### src/design/tcw_pkg.sv
// Package for the text console writer: transaction payload types, codes,
// controller states, datapath operations and the datapath status group.
// No dependencies.
package tcw_pkg;

  // Input transaction payload
  typedef struct packed {
    logic [2:0]  cmd;
    logic [7:0]  ch;
    logic [11:0] read_addr;
  } in_item_t;

  // Result transaction payload
  typedef struct packed {
    logic [11:0] cursor_pos;
    logic [11:0] view_start;
    logic [1:0]  search_mode;
    logic [7:0]  cell_char;
    logic [7:0]  cell_color;
  } out_item_t;

  // One cell of the store
  typedef struct packed {
    logic [7:0] ch;
    logic [7:0] color;
  } cell_t;

  // Command codes
  localparam logic [2:0] CMD_PUT    = 3'd0;
  localparam logic [2:0] CMD_UP     = 3'd1;
  localparam logic [2:0] CMD_DOWN   = 3'd2;
  localparam logic [2:0] CMD_CLEAR  = 3'd3;
  localparam logic [2:0] CMD_READ   = 3'd4;

  // Key codes
  localparam logic [7:0] KEY_ESC   = 8'd27;
  localparam logic [7:0] KEY_TAB   = 8'd9;
  localparam logic [7:0] KEY_NL    = 8'd10;
  localparam logic [7:0] KEY_BS    = 8'd8;
  localparam logic [7:0] KEY_SPACE = 8'd32;

  // Search modes
  localparam logic [1:0] MODE_NORMAL = 2'd0;
  localparam logic [1:0] MODE_TYPING = 2'd1;
  localparam logic [1:0] MODE_FROZEN = 2'd2;

  // Configuration register indexes
  localparam logic [1:0] REG_NORMAL    = 2'd0;
  localparam logic [1:0] REG_HIDDEN    = 2'd1;
  localparam logic [1:0] REG_HIGHLIGHT = 2'd2;

  // Color reset values
  localparam logic [7:0] RST_NORMAL    = 8'd7;
  localparam logic [7:0] RST_HIDDEN    = 8'd0;
  localparam logic [7:0] RST_HIGHLIGHT = 8'd4;

  // Controller states
  typedef enum logic [4:0] {
    ST_INIT,
    ST_IDLE,
    ST_DECODE,
    ST_CLEAR,
    ST_READ,
    ST_TAB,
    ST_NL,
    ST_BS_CHK,
    ST_BS_TAB,
    ST_BS_NL_RD,
    ST_BS_NL_CHK,
    ST_SRCH,
    ST_SRCH_CHK,
    ST_HL_RD,
    ST_HL_WR,
    ST_RST_RD,
    ST_RST_WR,
    ST_RST_ERASE,
    ST_SCROLL,
    ST_DONE
  } state_e;

  // Datapath operations, one per cycle
  typedef enum logic [4:0] {
    OP_NONE,
    OP_INIT_WR,
    OP_LOAD,
    OP_CLEAR_START,
    OP_CLEAR_WR,
    OP_READ_ISSUE,
    OP_READ_CAP,
    OP_VIEW_UP,
    OP_VIEW_DOWN,
    OP_ESC_OPEN,
    OP_ESC_CLOSE,
    OP_TAB_WR,
    OP_NL_WR,
    OP_CHAR_WR,
    OP_NL_START,
    OP_BS_RD,
    OP_ERASE,
    OP_CMP_RD,
    OP_CMP_NEXT,
    OP_MISS,
    OP_HIT,
    OP_HL_RD,
    OP_HL_WR,
    OP_RST_RD,
    OP_RST_WR,
    OP_EMIT
  } dp_op_e;

  // Datapath status toward the controller
  typedef struct packed {
    logic sweep_last;
    logic is_put;
    logic is_up;
    logic is_down;
    logic is_clear;
    logic is_read;
    logic is_esc;
    logic is_tab;
    logic is_nl;
    logic is_bs;
    logic mode_normal;
    logic mode_typing;
    logic mode_frozen;
    logic tab_room;
    logic nl_room;
    logic char_room;
    logic bs_block;
    logic cur_zero;
    logic col_last;
    logic tab_cnt_last;
    logic nl_cnt_full;
    logic rd_tab;
    logic rd_nl;
    logic srch_empty;
    logic p_done;
    logic i_done;
    logic cmp_ok;
    logic above;
    logic scroll_need;
    logic addr_ok;
    logic out_free;
  } dp_status_t;

endpackage

### src/design/tcw_ctrl.sv
// Controller state machine of the text console writer.
// Depends on tcw_pkg; drives one datapath operation per cycle.
module tcw_ctrl (
  input  logic                clk_i,
  input  logic                rst_ni,
  input  logic                in_valid_i,
  output logic                in_stall_o,
  input  tcw_pkg::dp_status_t status_i,
  output tcw_pkg::dp_op_e     op_o
);

  tcw_pkg::state_e state_q, state_d;

  // State register; reset starts the store clearing sweep
  always_ff @(posedge clk_i or negedge rst_ni) begin
    if (!rst_ni) begin
      state_q <= tcw_pkg::ST_INIT;
    end else begin
      state_q <= state_d;
    end
  end

  assign in_stall_o = (state_q != tcw_pkg::ST_IDLE);

  // Next state and operation
  always_comb begin
    state_d = state_q;
    op_o    = tcw_pkg::OP_NONE;
    case (state_q)
      tcw_pkg::ST_INIT: begin
        op_o = tcw_pkg::OP_INIT_WR;
        if (status_i.sweep_last) state_d = tcw_pkg::ST_IDLE;
      end
      tcw_pkg::ST_IDLE: begin
        if (in_valid_i) begin
          op_o    = tcw_pkg::OP_LOAD;
          state_d = tcw_pkg::ST_DECODE;
        end
      end
      tcw_pkg::ST_DECODE: begin
        state_d = tcw_pkg::ST_DONE;
        if (status_i.is_put) begin
          state_d = tcw_pkg::ST_SCROLL;
          if (status_i.is_esc) begin
            if (status_i.mode_normal) begin
              op_o = tcw_pkg::OP_ESC_OPEN;
            end else begin
              op_o    = tcw_pkg::OP_ESC_CLOSE;
              state_d = tcw_pkg::ST_RST_RD;
            end
          end else if (status_i.mode_frozen) begin
            op_o = tcw_pkg::OP_NONE;
          end else if (status_i.is_tab) begin
            if (status_i.tab_room) state_d = tcw_pkg::ST_TAB;
          end else if (status_i.is_nl) begin
            if (status_i.nl_room) begin
              if (status_i.mode_typing) begin
                op_o    = tcw_pkg::OP_NL_START;
                state_d = tcw_pkg::ST_SRCH;
              end else begin
                state_d = tcw_pkg::ST_NL;
              end
            end
          end else if (status_i.is_bs) begin
            if (!status_i.bs_block && !status_i.cur_zero) begin
              op_o    = tcw_pkg::OP_BS_RD;
              state_d = tcw_pkg::ST_BS_CHK;
            end
          end else if (status_i.char_room) begin
            op_o = tcw_pkg::OP_CHAR_WR;
          end
        end else if (status_i.is_up) begin
          op_o = tcw_pkg::OP_VIEW_UP;
        end else if (status_i.is_down) begin
          op_o = tcw_pkg::OP_VIEW_DOWN;
        end else if (status_i.is_clear) begin
          op_o    = tcw_pkg::OP_CLEAR_START;
          state_d = tcw_pkg::ST_CLEAR;
        end else if (status_i.is_read && status_i.addr_ok) begin
          op_o    = tcw_pkg::OP_READ_ISSUE;
          state_d = tcw_pkg::ST_READ;
        end
      end
      tcw_pkg::ST_CLEAR: begin
        op_o = tcw_pkg::OP_CLEAR_WR;
        if (status_i.sweep_last) state_d = tcw_pkg::ST_DONE;
      end
      tcw_pkg::ST_READ: begin
        op_o    = tcw_pkg::OP_READ_CAP;
        state_d = tcw_pkg::ST_DONE;
      end
      tcw_pkg::ST_TAB: begin
        op_o = tcw_pkg::OP_TAB_WR;
        if (status_i.tab_cnt_last) state_d = tcw_pkg::ST_SCROLL;
      end
      tcw_pkg::ST_NL: begin
        op_o = tcw_pkg::OP_NL_WR;
        if (status_i.col_last) state_d = tcw_pkg::ST_SCROLL;
      end
      // Backspace: classify the cell left of the cursor
      tcw_pkg::ST_BS_CHK: begin
        if (status_i.rd_tab) begin
          state_d = tcw_pkg::ST_BS_TAB;
        end else if (status_i.rd_nl) begin
          op_o    = tcw_pkg::OP_ERASE;
          state_d = tcw_pkg::ST_BS_NL_RD;
        end else begin
          op_o    = tcw_pkg::OP_ERASE;
          state_d = tcw_pkg::ST_SCROLL;
        end
      end
      tcw_pkg::ST_BS_TAB: begin
        if (status_i.cur_zero) begin
          state_d = tcw_pkg::ST_SCROLL;
        end else begin
          op_o = tcw_pkg::OP_ERASE;
          if (status_i.tab_cnt_last) state_d = tcw_pkg::ST_SCROLL;
        end
      end
      tcw_pkg::ST_BS_NL_RD: begin
        if (status_i.cur_zero || status_i.nl_cnt_full) begin
          state_d = tcw_pkg::ST_SCROLL;
        end else begin
          op_o    = tcw_pkg::OP_BS_RD;
          state_d = tcw_pkg::ST_BS_NL_CHK;
        end
      end
      tcw_pkg::ST_BS_NL_CHK: begin
        if (status_i.rd_nl) begin
          op_o    = tcw_pkg::OP_ERASE;
          state_d = tcw_pkg::ST_BS_NL_RD;
        end else begin
          state_d = tcw_pkg::ST_SCROLL;
        end
      end
      // Search: read each text and pattern cell pair in ST_SRCH, then compare it in ST_SRCH_CHK
      tcw_pkg::ST_SRCH: begin
        if (status_i.srch_empty || status_i.p_done) begin
          state_d = tcw_pkg::ST_SCROLL;
        end else if (status_i.i_done) begin
          op_o    = tcw_pkg::OP_HIT;
          state_d = tcw_pkg::ST_HL_RD;
        end else begin
          op_o    = tcw_pkg::OP_CMP_RD;
          state_d = tcw_pkg::ST_SRCH_CHK;
        end
      end
      tcw_pkg::ST_SRCH_CHK: begin
        op_o    = status_i.cmp_ok ? tcw_pkg::OP_CMP_NEXT : tcw_pkg::OP_MISS;
        state_d = tcw_pkg::ST_SRCH;
      end
      tcw_pkg::ST_HL_RD: begin
        if (status_i.i_done) begin
          op_o    = tcw_pkg::OP_HIT;
          state_d = tcw_pkg::ST_SRCH;
        end else begin
          op_o    = tcw_pkg::OP_HL_RD;
          state_d = tcw_pkg::ST_HL_WR;
        end
      end
      tcw_pkg::ST_HL_WR: begin
        op_o    = tcw_pkg::OP_HL_WR;
        state_d = tcw_pkg::ST_HL_RD;
      end
      // Restore: recolor cells below the pattern, then erase it
      tcw_pkg::ST_RST_RD: begin
        if (status_i.p_done) begin
          state_d = tcw_pkg::ST_RST_ERASE;
        end else begin
          op_o    = tcw_pkg::OP_RST_RD;
          state_d = tcw_pkg::ST_RST_WR;
        end
      end
      tcw_pkg::ST_RST_WR: begin
        op_o    = tcw_pkg::OP_RST_WR;
        state_d = tcw_pkg::ST_RST_RD;
      end
      tcw_pkg::ST_RST_ERASE: begin
        if (status_i.above) begin
          op_o = tcw_pkg::OP_ERASE;
        end else begin
          state_d = tcw_pkg::ST_SCROLL;
        end
      end
      tcw_pkg::ST_SCROLL: begin
        if (status_i.scroll_need) begin
          op_o = tcw_pkg::OP_VIEW_DOWN;
        end else begin
          state_d = tcw_pkg::ST_DONE;
        end
      end
      tcw_pkg::ST_DONE: begin
        if (status_i.out_free) begin
          op_o    = tcw_pkg::OP_EMIT;
          state_d = tcw_pkg::ST_IDLE;
        end
      end
      default: begin
        state_d = tcw_pkg::ST_IDLE;
      end
    endcase
  end

endmodule

### config.mk
export PLATFORM = sky130hd
export DESIGN_NAME = tcw_ctrl
export DESIGN_NICKNAME = d
export VERILOG_FILES = /design/src/design/tcw_pkg.sv /design/src/design/tcw_ctrl.sv
export SDC_FILE = /design/constraint.sdc
export NUM_CORES = 1
export LEC_CHECK = 0
export BUFFER_PORTS_ARGS = -buffer_cell sky130_fd_sc_hd__buf_2
export CAP_MARGIN = 20
export CORE_MARGIN = 3
export CORE_UTILIZATION = 25
export CTS_BUF_LIST = sky130_fd_sc_hd__clkbuf_8 sky130_fd_sc_hd__clkbuf_16
export CTS_CLUSTER_DIAMETER = 150
export DETAILED_ROUTE_END_ITERATION = 8
export PLACE_DENSITY_LB_ADDON = 0.12
export SLEW_MARGIN = 20
export SYNTH_ARGS = -nofsm -noshare
export SYNTH_HDL_FRONTEND = slang
export SYNTH_SLANG_ARGS = --single-unit
### constraint.sdc
create_clock -name clk_i -period 2.4 [get_ports clk_i]
set_input_delay 0.12 -clock clk_i [delete_from_list [all_inputs] [get_ports clk_i]]
set_output_delay 0.12 -clock clk_i [all_outputs]
set_load 0.01 [all_outputs]
== Yosys cells after proc, flatten, opt, wreduce, memory -nomap -nowiden ==
Cells that the tools add are included.

* Divide/modulo/power cells: 0
* Muxes and demuxes: 61
* Multipliers: 0
* Shift operators: 0
* Bitwise operators: 0
* Order comparisons: 0
* Add/sub/neg operators: 0
* Reduce and logical (&&, ||, !) cells: 8
* Equal/unequal tests: 27

{| class="wikitable"
|+ Operators by type and width
! cell !! number
|-
| 2-to-1 mux 5 bit || 40
|-
| case mux 5 bit (20 select lines) || 2
|-
| equality test 5 x 4 -> 1 bit, second input constant || 8
|-
| 2-to-1 mux 4 bit || 9
|-
| equality test 5 x 3 -> 1 bit, second input constant || 4
|-
| equality test 5 bit, second input constant || 4
|-
| != test 2 bit, second input constant || 7
|-
| 2-to-1 mux 3 bit || 4
|-
| equality test 5 x 2 -> 1 bit, second input constant || 2
|-
| AND reduction 7 bit || 1
|-
| equality test 5 x 1 -> 1 bit, second input constant || 1
|-
| zero test 5 bit || 1
|-
| != test 5 x 1 -> 1 bit, second input constant || 1
|-
| 2-to-1 mux 1 bit || 4
|-
| 2-to-1 mux 2 bit || 2
|-
| logical AND 1 bit || 2
|-
| zero test 1 bit || 2
|-
| logical OR 1 bit || 2
|}

* Memory bits (writable): 0
* Word-level logic and storage cells: 97
* Memories kept: 0
* Register bits: 5
* Output and inout bits: 6
* ROM bits: 0
* Input bits: 34
* Bits in latches: 0

== Logic depth before layout (Yosys ltp) ==
* Word-level depth: 10
* Gate-level depth with buffers: 7
* Mapped depth without buffers: 5

== Worst setup path after synthesis ==
Ideal clock, no wire load.

* Path type: reg-to-reg
* Start point: register state_q[3]
* End point: register state_q[0]
* Path buffers: 1
* Slack: 609 ps
* Data required time: 2272 ps
* Cell stages (with the launch flop): 7
* Setup time: 128 ps
* Clock period less this slack: 1791 ps
* Data arrival time: 1664 ps
* Cells stage by stage: dfrtp_1 buf_6 or3_4 or3_4 o31ai_4 nor3_4 mux2_1

* Word-level cells in the longest chain between the ends: 3
* Elaborated cells on any way between the ends: 29
* Classes of those cells: eq/ne: 26; mux: 1; reduce/logical: 2

{| class="wikitable"
|+ Ends and longest elaborated chain
! element !! line !! source
|-
| from (decl) || tcw_ctrl.sv:12 || <nowiki>tcw_pkg::state_e state_q, state_d;</nowiki>
|-
| from (signal assigned) || tcw_ctrl.sv:17 || <nowiki>state_q <= tcw_pkg::ST_INIT;</nowiki>
|-
| from (signal assigned) || tcw_ctrl.sv:19 || <nowiki>state_q <= state_d;</nowiki>
|-
| equality test 5 x 2 -> 1 bit, or another cell as far along || tcw_ctrl.sv:29 || <nowiki>case (state_q)</nowiki>
|-
| != test 2 bit (no line) || -- ||
|-
| AND reduction 7 bit (no line) || -- ||
|}

Parallel ways exist; a longest one is shown, timed or not.
A chain may end at the register's enable or synchronous reset.

== Final worst setup path ==
* Start point: register state_q[0]
* End point: output port op_o[2]

* Word-level cells in the longest chain between the ends: 2
* Elaborated cells on any way between the ends: 21
* Classes of those cells: eq/ne: 19; mux: 1; reduce/logical: 1

{| class="wikitable"
|+ Ends and longest elaborated chain
! element !! line !! source
|-
| equality test 5 bit, or another cell as far along || tcw_ctrl.sv:29 ||
|-
| case mux 5 bit (20 select lines) * || tcw_ctrl.sv:29 ||
|-
| to (decl) || tcw_ctrl.sv:9 || <nowiki>output tcw_pkg::dp_op_e op_o</nowiki>
|}

Every way passes the cells marked *; elsewhere a longest branch is shown, timed or not.

==> results_dict.tcl <==
set metrics [dict create \
    cts-buffers-inserted 3 \
    synthArstFlopShare 1.00 \
    die_x_um 77.4 \
    r2r_slack_ps 300 \
    cp_max_fo 21 \
    dp.cells 288 \
    placement.setup.worst_slack_ps 273 \
    max_freq_ghz 0.448 \
    critPathTopFamily "simple AND/OR/NAND/NOR gates" \
    cts_max_level 1 \
    finalNonFillerCells 293 \
    fill_cells 576 \
    period_needed_ps 2230 \
    multiInputGateArea_mm2 0.00106 \
    placed_cell_area_mm2 0.00156 \
    yosys_warnings 0 \
    drt_first_pass_iters 4 \
    nNetsFinal 261 \
    required_ps 2280 \
    clockPowerShare 0.082 \
    cpMaxStageDelayCell "dfrtp_1" \
    antenna_found_initial 0 \
    final_core_util 0.337 \
    dieHeight_um 77.4 \
    finalClockSkew_ps 1.82 \
    switchingPower_mw 0.993 \
    crit_buf_inv 1 \
    regMostFlops "state_q" \
    period_share 0.930 \
    cts_root_buf "clkbuf_8" \
    hold_class "in -> async" \
    combPwrFrac 0.740 \
    wl_per_cell_um 16.3 \
    synthCells 185 \
    gr-usage-all-layers 0.162 \
    critPathKind "reg -> out" \
    tns_ps 0 \
    vias 1616 \
    port_buffers 39 \
    ios 40 \
    antenna_cells 0 \
    critical_path.max_stage_delay_ps 620 \
    yosysSeqAreaShare 0.0982 \
    cp_cell_sequence "or3_4 -> or2_2 -> o32ai_1 -> buf_2" \
    hold_violations 0 \
    cap_violations 0 \
    synth.ff_latch_count 5 \
    largest_register_ffs 5 \
    peakVddDrop_uv 270 \
    switching_share 0.544 \
    critPathArrivalTime_ps 2110 \
    critPathLaunchType "register" \
    fp.dieArea_mm2 0.00599 \
    intPower_mw 0.831 \
    cts_tree "built" \
    area_delta_synth_final_pct 27.4 \
    largest_registers "state_q (5)" \
    synth_top_area_frac 0.0982 \
    ys.flop_type "dfrtp_1" \
    vias_per_cell 5.52 \
    syn_avg_cell_area_um2 6.88 \
    drt_wl_total_mm 4.77 \
    power_leakage_nw 0.676 \
    yosysTopAreaCell "dfrtp_1" \
    core_mm2 0.00482 \
    drive_above_1_share 0.274 \
    cts.sinks 5 \
    synthTopCellsByCount "nor2_1, nand2_1, a21oi_1, o21ai_0, buf_2" \
    grt_pass1_vias 1467 \
    cts_setup_buffers 0 \
    grt_start_max_net_pins 22 \
    drt_iter0_drc 98 \
    crit_path_end_kind "output pin" \
    timing.final.ws_setup_ps 169 \
    fin_area_mm2 0.00162 \
    setup_viol 0 \
    p_per_area_mw_per_mm2 1120 \
    synth.most_common_cell "nor2_1" \
    drt_drc_violations_left 0 \
    yosys-top-cells-area "dfrtp_1, nor2_1, a21oi_1" \
    gp_congestion 0.865 \
    synth_edf_count 0 \
    ys_types 55 \
    path_clk_slew_ps 40 \
    relSlewSlack 0.541 \
    drtAntennaViolNets 0 \
    regArea_um2 126 \
    seq_power_share 0.179 \
    syn_nets 219 \
    insertion_delay_ps 220 \
    start_util 0.264 \
    synthesis.area_mm2 0.00127 \
    status "completed" \
    drv_slew 0 \
    tightest_slew_ps 688 \
    cts_buffer_depth 2 \
    hpwl_mm 3.80 \
    rsz0062_at_grt "no" \
    grt_pass1_wl_mm 7.84 \
    grt_overflow_total 0 \
    rows 25 \
]
==> metal layers <==
| metal | GRT usage | vias to the layer above | wire length [µm] |
|---|---|---|---|
| met5 | 0 | - | 0 |
| met4 | 0.0338 | 0 | 29 |
| met3 | 0.0174 | 4 | 242 |
| met2 | 0.237 | 48 | 2130 |
| met1 | 0.251 | 759 | 2370 |
| li1 | - | 805 | - |
==> stage by stage <==
step	power, mW	hold WS (ps)
3_3_place_gp	1.67	-50.3
4_1_cts	1.82	243
2_1_floorplan	1.23	-176
3_5_place_dp	1.65	-58.5
5_1_grt	2.00	266
6_report	1.82	250
==> cells in the final DEF, fill, tap and decap left out, types with 5 or more instances in the layout <==
cell type	n
inv_1	7
nand2_1	16
o21ai_0	11
buf_2	39
nand4_1	7
buf_4	10
nand2b_1	7
a21oi_1	12
nor3_1	6
nor2_1	19
nand3_1	5
==> area by class of cell <==
| type | instances | share of cell area |
|---|---|---|
| clock inverters | 1 | 0.00231 |
| flip-flops and latches | 5 | 0.0779 |
| repair buffers | 50 | 0.173 |
| inverters | 7 | 0.0162 |
| well taps | 67 | 0.0517 |
| multi-input cells | 160 | 0.654 |
| clock buffers | 3 | 0.0254 |
==> power by group through the flow <==
stage	sequential (mW)	combinational (mW)	clock [mW]
CTS	0.318	1.34	0.152
detailed placement	0.320	1.33	0
floorplan	0.159	1.07	0
global route	0.342	1.49	0.159
finish	0.326	1.35	0.149
global placement	0.320	1.35	0
==> path summary, 6_finish.rpt <==
| path | from | to | cells past startpoint |
|---|---|---|---|
| hold / removal | rst_ni | state_q[3]$_DFFE_PN0P_ | 2 |
| max in group asynchronous | rst_ni | state_q[2]$_DFFE_PN0P_ | 2 |
| hold reg to reg | state_q[1]$_DFFE_PN0P_ | state_q[1]$_DFFE_PN0P_ | 1 |
| setup reg to reg | state_q[0]$_DFFE_PN0P_ | state_q[0]$_DFFE_PN0P_ | 6 |
| setup / recovery | state_q[0]$_DFFE_PN0P_ | op_o[2] | 4 |
| min in group clk_i | status_i[19] | state_q[3]$_DFFE_PN0P_ | 4 |
==> logic make-up after synthesis <==
kind of cell	Yosys count	share of synthesized area
mux	6	0.0491
flops	5	0.0982
xor+xnor	1	0.00688
compound gates	65	0.380
buf+inv	20	0.0737
simple gates	88	0.392
==> repair_timing <==
item                       4_1_cts  5_1_grt
hold endpoints to repair         5        0
hold buffers                     1        0
gates resized for setup          0        2
setup endpoints to repair        0        4
Note: power is estimated with default switching activity, not from simulation.
